--- config.mk ---
export PLATFORM = sky130hd
export DESIGN_NAME = beacon_rssi_tracker
export DESIGN_NICKNAME = d
export VERILOG_FILES = /design/src/rtl/brt_pkg.sv /design/src/rtl/beacon_rssi_tracker.sv /design/src/rtl/brt_lane.sv
export SDC_FILE = /design/constraint.sdc
export NUM_CORES = 2
export LEC_CHECK = 0
export ABC_AREA = 1
export BUFFER_PORTS_ARGS = -buffer_cell sky130_fd_sc_hd__buf_4
export CAP_MARGIN = 25
export CORE_MARGIN = 4
export CORE_UTILIZATION = 50
export CTS_BUF_LIST = sky130_fd_sc_hd__clkbuf_8 sky130_fd_sc_hd__clkbuf_16
export CTS_CLUSTER_DIAMETER = 60
export CTS_CLUSTER_SIZE = 20
export DETAILED_ROUTE_END_ITERATION = 16
export PLACE_DENSITY = 0.67
export SLEW_MARGIN = 10
export SYNTH_ARGS = -nofsm -noshare
export SYNTH_HDL_FRONTEND = slang
export SYNTH_SLANG_ARGS = --single-unit
export TNS_END_PERCENT = 50
--- constraint.sdc ---
create_clock -name clk -period 11.1 [get_ports clk]
set_clock_uncertainty 0.05 [all_clocks]
set_input_delay 0.555 -clock clk [delete_from_list [all_inputs] [get_ports clk]]
set_output_delay 0.555 -clock clk [all_outputs]
set_load 0.02 [all_outputs]
--- src/rtl/brt_pkg.sv ---
`timescale 1ns / 1ps
// ----------------------------------------------------------------------------
// brt_pkg: shared types, constants and arithmetic for the beacon RSSI tracker
// Holds the item format, register indexes, filter constants and the
// rounding helpers used by the lanes and the output encoder.
// ----------------------------------------------------------------------------
package brt_pkg;

    localparam int NUM_BEACONS = 3;
    // Beacons that have an address register and a level output.
    localparam int ADDR_REGS   = 3;
    localparam int OUT_LEVELS  = 3;

    localparam int ADDR_W     = 48;
    localparam int TIMEOUT_W  = 16;
    localparam int TIME_W     = 32;
    localparam int CFG_IDX_W  = 3;

    // Configuration register indexes.
    localparam logic [CFG_IDX_W-1:0] CFG_BEACON_ADDRESS_0 = 3'd0;
    localparam logic [CFG_IDX_W-1:0] CFG_BEACON_ADDRESS_1 = 3'd1;
    localparam logic [CFG_IDX_W-1:0] CFG_BEACON_ADDRESS_2 = 3'd2;
    localparam logic [CFG_IDX_W-1:0] CFG_STALE_TIMEOUT    = 3'd3;

    // Item kinds.
    localparam logic KIND_ADVERT = 1'b0;
    localparam logic KIND_SWEEP  = 1'b1;

    // Levels are signed Q8.8.
    localparam logic signed [15:0] LEVEL_RESET      = -16'sd25600;
    localparam logic signed [15:0] LEVEL_DIRECT_MAX = -16'sd25344;
    localparam logic [TIMEOUT_W-1:0] TIMEOUT_RESET  = 16'd6000;

    // Blend weights: 102/256 for the new sample (pre-scaled by 256), 154/256 for the old level.
    localparam logic signed [23:0] WEIGHT_NEW_Q88 = 24'sd26112;
    localparam logic signed [23:0] WEIGHT_OLD     = 24'sd154;

    typedef struct packed {
        logic               kind;
        logic [ADDR_W-1:0]  device_address;
        logic signed [7:0]  signal_dbm;
        logic [TIME_W-1:0]  now_ms;
    } brt_item_t;

    // Divide by 256, rounding to nearest with halves away from zero.
    function automatic logic signed [16:0] brt_round256(input logic signed [23:0] s);
        logic [23:0] s_bits;
        logic [23:0] mag;
        logic [16:0] q;
        s_bits = s;
        mag    = s_bits[23] ? (~s_bits + 24'd1) : s_bits;
        q      = 17'((mag + 24'd128) >> 8);
        return s_bits[23] ? (~q + 17'd1) : q;
    endfunction

    // Whole-dBm level from Q8.8, saturated to the 8-bit output range.
    function automatic logic [7:0] brt_encode(input logic signed [15:0] lvl);
        logic signed [16:0] r;
        r = brt_round256({{8{lvl[15]}}, lvl});
        if (r > 17'sd127)
            return 8'h7F;
        else if (r < -17'sd128)
            return 8'h80;
        else
            return r[7:0];
    endfunction

endpackage

--- src/rtl/beacon_rssi_tracker.sv ---
`timescale 1ns / 1ps
// ----------------------------------------------------------------------------
// beacon_rssi_tracker: smoothed RSSI tracking for configured beacons
// Input register, per-beacon update lanes and a result register.
// ----------------------------------------------------------------------------
// Usage:
//   Items (advertisement reports or staleness sweeps) arrive on the
//   in_valid/in_ready channel; one result per item leaves on the
//   out_valid/out_ready channel carrying the three rounded levels and the
//   match mask. Beacon addresses and the stale timeout are written on the
//   cfg_write/cfg_index/cfg_data port while no item is in flight.
//   An item is held in the input register, where the lanes update the
//   beacon state as it moves on, and its result is loaded into the output
//   register, which raises out_valid until the result transfers.
//   One item can be taken every cycle while the receiver does not stall;
//   the lanes update the state as each item leaves the input register.
//   If the receiver stalls, the result is held and one further item waits
//   in the input register; in_ready falls only while both are occupied.
//   Reset empties both registers, sets every level to -100 dBm, every last
//   seen time to zero, the addresses to zero and the timeout to 6000 ms.
// ----------------------------------------------------------------------------
module beacon_rssi_tracker (
    input  logic                          clk,
    input  logic                          rst_n,
    input  logic                          cfg_write,
    input  logic [brt_pkg::CFG_IDX_W-1:0] cfg_index,
    input  logic [brt_pkg::ADDR_W-1:0]    cfg_data,
    input  logic                          in_valid,
    output logic                          in_ready,
    input  logic                          kind,
    input  logic [brt_pkg::ADDR_W-1:0]    device_address,
    input  logic signed [7:0]             signal_dbm,
    input  logic [brt_pkg::TIME_W-1:0]    now_ms,
    output logic                          out_valid,
    input  logic                          out_ready,
    output logic signed [7:0]             level_0,
    output logic signed [7:0]             level_1,
    output logic signed [7:0]             level_2,
    output logic [2:0]                    match_mask
);
    import brt_pkg::*;

    logic [ADDR_W-1:0]    addr_reg [ADDR_REGS];
    logic [TIMEOUT_W-1:0] timeout_reg;

    brt_item_t            item_reg;
    logic                 item_valid_reg;
    logic                 out_valid_reg;
    logic [7:0]           level_reg [OUT_LEVELS];
    logic [2:0]           mask_reg;

    logic                 advance;
    logic signed [15:0]   lane_level [NUM_BEACONS];
    logic [NUM_BEACONS-1:0] lane_match;
    logic [7:0]           level_next [OUT_LEVELS];
    logic [2:0]           mask_next;

    // Configuration registers.
    always_ff @(posedge clk or negedge rst_n)
    begin
        if (!rst_n)
        begin
            for (int i = 0; i < ADDR_REGS; i++)
            begin
                addr_reg[i] <= '0;
            end
            timeout_reg <= TIMEOUT_RESET;
        end
        else if (cfg_write)
        begin
            case (cfg_index)
                CFG_BEACON_ADDRESS_0:
                begin
                    if (NUM_BEACONS > 0)
                        addr_reg[0] <= cfg_data;
                end
                CFG_BEACON_ADDRESS_1:
                begin
                    if (NUM_BEACONS > 1)
                        addr_reg[1] <= cfg_data;
                end
                CFG_BEACON_ADDRESS_2:
                begin
                    if (NUM_BEACONS > 2)
                        addr_reg[2] <= cfg_data;
                end
                CFG_STALE_TIMEOUT:
                begin
                    timeout_reg <= cfg_data[TIMEOUT_W-1:0];
                end
                default:
                begin
                end
            endcase
        end
    end

    // The held item moves on when the result register is free or being emptied.
    assign advance  = item_valid_reg && (!out_valid_reg || out_ready);
    assign in_ready = !item_valid_reg || advance;

    always_ff @(posedge clk or negedge rst_n)
    begin
        if (!rst_n)
        begin
            item_valid_reg <= 1'b0;
        end
        else if (in_ready)
        begin
            item_valid_reg <= in_valid;
        end
    end

    always_ff @(posedge clk)
    begin
        if (in_ready && in_valid)
        begin
            item_reg.kind           <= kind;
            item_reg.device_address <= device_address;
            item_reg.signal_dbm     <= signal_dbm;
            item_reg.now_ms         <= now_ms;
        end
    end

    for (genvar g = 0; g < NUM_BEACONS; g++)
    begin : g_lane
        logic [ADDR_W-1:0] lane_address;

        if (g < ADDR_REGS)
        begin : g_cfg
            assign lane_address = addr_reg[g];
        end
        else
        begin : g_zero
            assign lane_address = '0;
        end

        brt_lane u_lane (
            .clk              (clk),
            .rst_n            (rst_n),
            .beacon_address   (lane_address),
            .stale_timeout_ms (timeout_reg),
            .update           (advance),
            .item             (item_reg),
            .level_next       (lane_level[g]),
            .matched          (lane_match[g])
        );
    end

    for (genvar g = 0; g < OUT_LEVELS; g++)
    begin : g_out
        if (g < NUM_BEACONS)
        begin : g_used
            assign level_next[g] = brt_encode(lane_level[g]);
            assign mask_next[g]  = lane_match[g];
        end
        else
        begin : g_unused
            assign level_next[g] = brt_encode(LEVEL_RESET);
            assign mask_next[g]  = 1'b0;
        end
    end

    always_ff @(posedge clk or negedge rst_n)
    begin
        if (!rst_n)
        begin
            out_valid_reg <= 1'b0;
        end
        else if (advance)
        begin
            out_valid_reg <= 1'b1;
        end
        else if (out_ready)
        begin
            out_valid_reg <= 1'b0;
        end
    end

    always_ff @(posedge clk)
    begin
        if (advance)
        begin
            for (int i = 0; i < OUT_LEVELS; i++)
            begin
                level_reg[i] <= level_next[i];
            end
            mask_reg <= mask_next;
        end
    end

    assign out_valid  = out_valid_reg;
    assign level_0    = level_reg[0];
    assign level_1    = level_reg[1];
    assign level_2    = level_reg[2];
    assign match_mask = mask_reg;

endmodule

--- src/rtl/brt_lane.sv ---
`timescale 1ns / 1ps
// ----------------------------------------------------------------------------
// brt_lane: tracking state and update logic for one beacon
// Compares the item address, ages the entry and blends the new RSSI into
// the level (taken as is at -99 dBm or below); the state is written on update.
// ----------------------------------------------------------------------------
module brt_lane (
    input  logic                         clk,
    input  logic                         rst_n,
    input  logic [brt_pkg::ADDR_W-1:0]    beacon_address,
    input  logic [brt_pkg::TIMEOUT_W-1:0] stale_timeout_ms,
    input  logic                         update,
    input  brt_pkg::brt_item_t           item,
    output logic signed [15:0]           level_next,
    output logic                         matched
);
    import brt_pkg::*;

    logic signed [15:0] level_reg;
    logic [TIME_W-1:0]  seen_reg;
    logic [TIME_W-1:0]  seen_next;

    logic               hit;
    logic               stale;
    logic               direct;
    logic [TIME_W-1:0]  age;
    logic signed [23:0] rssi_ext;
    logic signed [23:0] level_ext;
    logic signed [23:0] blend_sum;
    logic signed [16:0] blend_round;
    logic signed [15:0] direct_level;

    // An entry matches on either the upper 32 bits or the lower 16 bits.
    assign hit = (item.device_address[47:16] == beacon_address[47:16]) ||
                 (item.device_address[15:0]  == beacon_address[15:0]);

    assign age   = item.now_ms - seen_reg;
    assign stale = age > {16'h0000, stale_timeout_ms};

    assign direct       = level_reg <= LEVEL_DIRECT_MAX;
    assign direct_level = {item.signal_dbm, 8'h00};
    assign rssi_ext     = {{16{item.signal_dbm[7]}}, item.signal_dbm};
    assign level_ext    = {{8{level_reg[15]}}, level_reg};
    assign blend_sum    = rssi_ext * WEIGHT_NEW_Q88 + level_ext * WEIGHT_OLD;
    assign blend_round  = brt_round256(blend_sum);

    always_comb
    begin
        level_next = level_reg;
        seen_next  = seen_reg;
        if (item.kind == KIND_SWEEP)
        begin
            if (stale)
            begin
                level_next = LEVEL_RESET;
            end
        end
        else if (hit)
        begin
            seen_next  = item.now_ms;
            // The blended value always lies between its two inputs, so it fits.
            level_next = direct ? direct_level : blend_round[15:0];
        end
    end

    assign matched = (item.kind == KIND_ADVERT) && hit;

    always_ff @(posedge clk or negedge rst_n)
    begin
        if (!rst_n)
        begin
            level_reg <= LEVEL_RESET;
            seen_reg  <= '0;
        end
        else if (update)
        begin
            level_reg <= level_next;
            seen_reg  <= seen_next;
        end
    end

endmodule

==> run summary <==
OUTCOME
-------------------------------------------------------------------------
Result of the run                                            finished clean

TIMING
-------------------------------------------------------------------------
Period Utilization, post-route                                      0.921
Relative max-transition margin                                      0.360
Worst slack on hold paths                                         48.1 ps
Hold Violations, Final                                                  0
Final-report max-slew violation count                                   0
Final Setup Violations                                                  0
Final period demand of the worst path                            10220 ps
Actual slew at the worst max-slew pin                              952 ps
Highest clock frequency the design can meet                    0.0978 GHz

GRT
-------------------------------------------------------------------------
Vias in the first global route                                      38.1k
Total global routing track utilization                              0.270
Sum of overflow across all layers after global routing                  0
Pin count of the biggest net entering global routing                  142
Global-route wire length before repair                          199000 um
Initial antenna violation count                                         2

DETAILED ROUTING
-------------------------------------------------------------------------
Post-detailed-routing wire length                               125000 um
Detailed Routing Iterations Pass 1                                      5
Number of routed nets with antenna violations                           0
Routed length per placed instance                                 16.7 um
Number of DRC violations after detailed routing                         0
Vias post-DR                                                        39.9k
Via density per instance                                             5.34
Violation count after the first detailed-routing iteration           3012

PLACE
-------------------------------------------------------------------------
Final estimated routing congestion in global placement              0.946
HPWL after DPL                                                  101000 um
DP Cell Count                                                        7368
Buffers on Ports                                                      173

FLOORPLANNING
-------------------------------------------------------------------------
Core region area                                             0.0857 sq mm
Initial standard-cell utilization of the core                       0.506
Die height                                                         303 um
Width of the die                                                   303 um
Number of placed I/O pins                                             174
Overall die area                                             0.0915 sq mm
Row Count                                                             107

CLOCK NETWORK
-------------------------------------------------------------------------
Clock tree from TritonCTS                                            done
Number of buffers between clock root and the deepest sink               3
Root Buffer                                                  sky130_fd_sc_hd__clkbuf_16
Clock transition at the registers of the reported paths             80 ps
Total clock sinks                                                     422
H-tree depth                                                            2
Clock latency at the later pin of the worst-skew pair              630 ps
CTS buffer count                                                       42

SYNTHESIS
-------------------------------------------------------------------------
Total standard cell area after synthesis                     0.0434 sq mm
Post-synthesis area per instance                               7.09 sq um
Net Count, Synth                                                     6820
Count of unique library cells instantiated by Yosys                    70
Top cell type by total area after synthesis                  sky130_fd_sc_hd__dfrtp_1
Synth Register Bits                                                   422
Sequential-to-total area share from yosys stat                      0.257
Most used flip-flop cell after synthesis                     sky130_fd_sc_hd__dfrtp_1
Yosys top cell area share                                           0.166
Post-synth EDFFs                                                      116
Synth warnings                                                          0
Top area cells in the synthesized netlist                    sky130_fd_sc_hd__dfrtp_1, sky130_fd_sc_hd__nand2_1, sky130_fd_sc_hd__ha_1
Number of instances in the synthesized netlist                       6122
FFs w/ async S/R, synth                                             0.725

FINISH
-------------------------------------------------------------------------
Post-Layout Cell Count                                               7468
Max reg flops                                                         144
Share of cells above drive strength 1                              0.0982
Layout-stage area growth over the synthesis result                  9.89%
Utilization of the core after routing                               0.556
Total Nets Final                                                     6987

FLOW RUN
-------------------------------------------------------------------------
MaxCap Viol Count                                                       0

WORST HOLD PATH
-------------------------------------------------------------------------
HP Class                                                     primary input to flip-flop

SETUP PATH
-------------------------------------------------------------------------
Slowest Stage Delay on Critical Path                               540 ps
Worst Setup Path Type                                        flip-flop to flip-flop
Most frequent cell on the critical path                      sky130_fd_sc_hd__nand2_1
Worst path slowest cell                                      sky130_fd_sc_hd__fa_1
Setup crit start kind                                           flip-flop
Critical path required time                                      11400 ps
Signal arrival time at the worst endpoint                        10520 ps
Crit path max fanout                                                   14
CP Capture Type                                                 flip-flop

-- final timing paths --
check                           slack [ps]                                      start                                        end  cells past startpoint
max in group asynchronous             8470                                      rst_n     g_lane[0].lane_address[31]$_DFFE_PN0P_                      4
worst max register to register         880  g_lane[0].u_lane.level_reg[4]$_DFFE_PN0P_              level_reg[0][0]$_SDFFCE_PN1P_                     64
min in group asynchronous              470                                      rst_n  g_lane[2].u_lane.seen_reg[11]$_DFFE_PN0P_                      2
worst min register to register         440  g_lane[1].u_lane.seen_reg[30]$_DFFE_PN0P_  g_lane[1].u_lane.seen_reg[30]$_DFFE_PN0P_                      2
worst max-delay path                   880  g_lane[0].u_lane.level_reg[4]$_DFFE_PN0P_              level_reg[0][0]$_SDFFCE_PN1P_                     64
worst min-delay path                    50                         device_address[17]                     item_reg[57]$_DFFE_PP_                      1
-- metal layers --
| layer | vias up | global-route usage | wire length [um] |
|---|---|---|---|
| met5 | - | 0 | 0 |
| met1 | 18500 | 0.369 | 57000 |
| met3 | 175 | 0.0322 | 6730 |
| li1 | 20200 | - | - |
| met4 | 0 | 0.0751 | 3660 |
| met2 | 1043 | 0.452 | 57700 |
-- metrics by stage --
stage / setup slack (ps) / cell area (sq um) / TNS, ps
3_3_place_gp: 647 / 45900 / 0
4_1_cts: 475 / 47400 / 0
6_report: 878 / 47700 / 0
2_1_floorplan: 1730 / 43400 / 0
3_5_place_dp: 474 / 45900 / 0
5_1_grt: -72.4 / 47700 / -265
-- synthesized netlist by cell type (49+ instances only) --
cell type / instances
sky130_fd_sc_hd__nand3_1: 407
sky130_fd_sc_hd__a21oi_1: 251
sky130_fd_sc_hd__xnor2_1: 128
sky130_fd_sc_hd__nor2_2: 49
sky130_fd_sc_hd__nand2_1: 1622
sky130_fd_sc_hd__dfrtp_1: 287
sky130_fd_sc_hd__edfxtp_1: 116
sky130_fd_sc_hd__nor3_1: 60
sky130_fd_sc_hd__inv_1: 966
sky130_fd_sc_hd__xor2_1: 154
sky130_fd_sc_hd__nand4_1: 129
sky130_fd_sc_hd__o21ai_0: 423
sky130_fd_sc_hd__fa_1: 103
sky130_fd_sc_hd__clkbuf_1: 61
sky130_fd_sc_hd__ha_1: 450
sky130_fd_sc_hd__nor2_1: 403
sky130_fd_sc_hd__nand2_2: 93
-- cells in the final DEF, fill, tap and decap left out, types with 8 or more instances in the layout --
cell type,count
sky130_fd_sc_hd__o211ai_1,13
sky130_fd_sc_hd__nand2_4,22
sky130_fd_sc_hd__edfxtp_1,116
sky130_fd_sc_hd__buf_4,202
sky130_fd_sc_hd__nand4_1,129
sky130_fd_sc_hd__or2_2,27
sky130_fd_sc_hd__a21oi_2,13
sky130_fd_sc_hd__fa_1,103
sky130_fd_sc_hd__nand2_2,94
sky130_fd_sc_hd__a21oi_1,246
sky130_fd_sc_hd__clkbuf_16,43
sky130_fd_sc_hd__nor3_1,60
sky130_fd_sc_hd__nor2_2,54
sky130_fd_sc_hd__nand3b_1,24
sky130_fd_sc_hd__xnor2_1,128
sky130_fd_sc_hd__nand2_1,1619
sky130_fd_sc_hd__xor2_1,154
sky130_fd_sc_hd__a21o_1,27
sky130_fd_sc_hd__dfrtp_1,281
sky130_fd_sc_hd__nor2_4,18
sky130_fd_sc_hd__nor4_1,27
sky130_fd_sc_hd__o21a_1,9
sky130_fd_sc_hd__clkinv_1,8
sky130_fd_sc_hd__a31oi_1,16
sky130_fd_sc_hd__nand3_2,23
sky130_fd_sc_hd__nand3_1,404
sky130_fd_sc_hd__ha_1,450
sky130_fd_sc_hd__clkinv_8,10
sky130_fd_sc_hd__nor2_1,397
sky130_fd_sc_hd__a21boi_0,10
sky130_fd_sc_hd__o21ai_0,422
sky130_fd_sc_hd__inv_1,969
sky130_fd_sc_hd__nand3_4,10
sky130_fd_sc_hd__dfstp_2,19
sky130_fd_sc_hd__o2111ai_1,15
sky130_fd_sc_hd__o21bai_1,24
sky130_fd_sc_hd__inv_2,26
sky130_fd_sc_hd__o21ai_1,12
-- cell families (layout without fill, tap and decap cells) --
| logic type | Yosys count | in the layout | synth area share |
|---|---|---|---|
| and+or+nand+nor | 2931 | 2933 | 0.302 |
| buffers and inverters | 1091 | 1290 | 0.0977 |
| AOI/OAI and AO/OA | 840 | 840 | 0.107 |
| adders and majority gates | 553 | 553 | 0.177 |
| DFF | 422 | 422 | 0.257 |
| xor gates and xnor gates | 285 | 285 | 0.0581 |
| other | 0 | 1 | 0 |
-- what timing repair did --
item	CTS	global route
hold buffers	1	0
buffers inserted	0	13
resized for setup	0	26
hold endpoints to repair	34	0
endpoints found under the setup margin	0	24
-- worst max-delay path, delay by kind of cell, from the launching register on --
kind | cells | cell delay (ps)
xor gates and xnor gates | 1 | 160
DFF | 1 | 420
adders and majority gates | 10 | 3190
AOI/OAI and AO/OA | 21 | 3120
and+or+nand+nor | 24 | 2550
buffers and inverters | 8 | 510
-- cell type report --
class                           instances  area [sq um]
Sequential cell                       422         11200
Inverter                             1001          3770
Fill cell                            8409         38000
Multi-Input combinational cell       4611         28100
Clock inverter                         35           428
Clock buffer                           43          1080
Timing Repair Buffer                  211          1670
Tap cell                             1144          1430
Antenna cell                            1          2.50
Power is not shown: default switching activity piles up to over one toggle a cycle in this logic, so the estimate is an artifact.
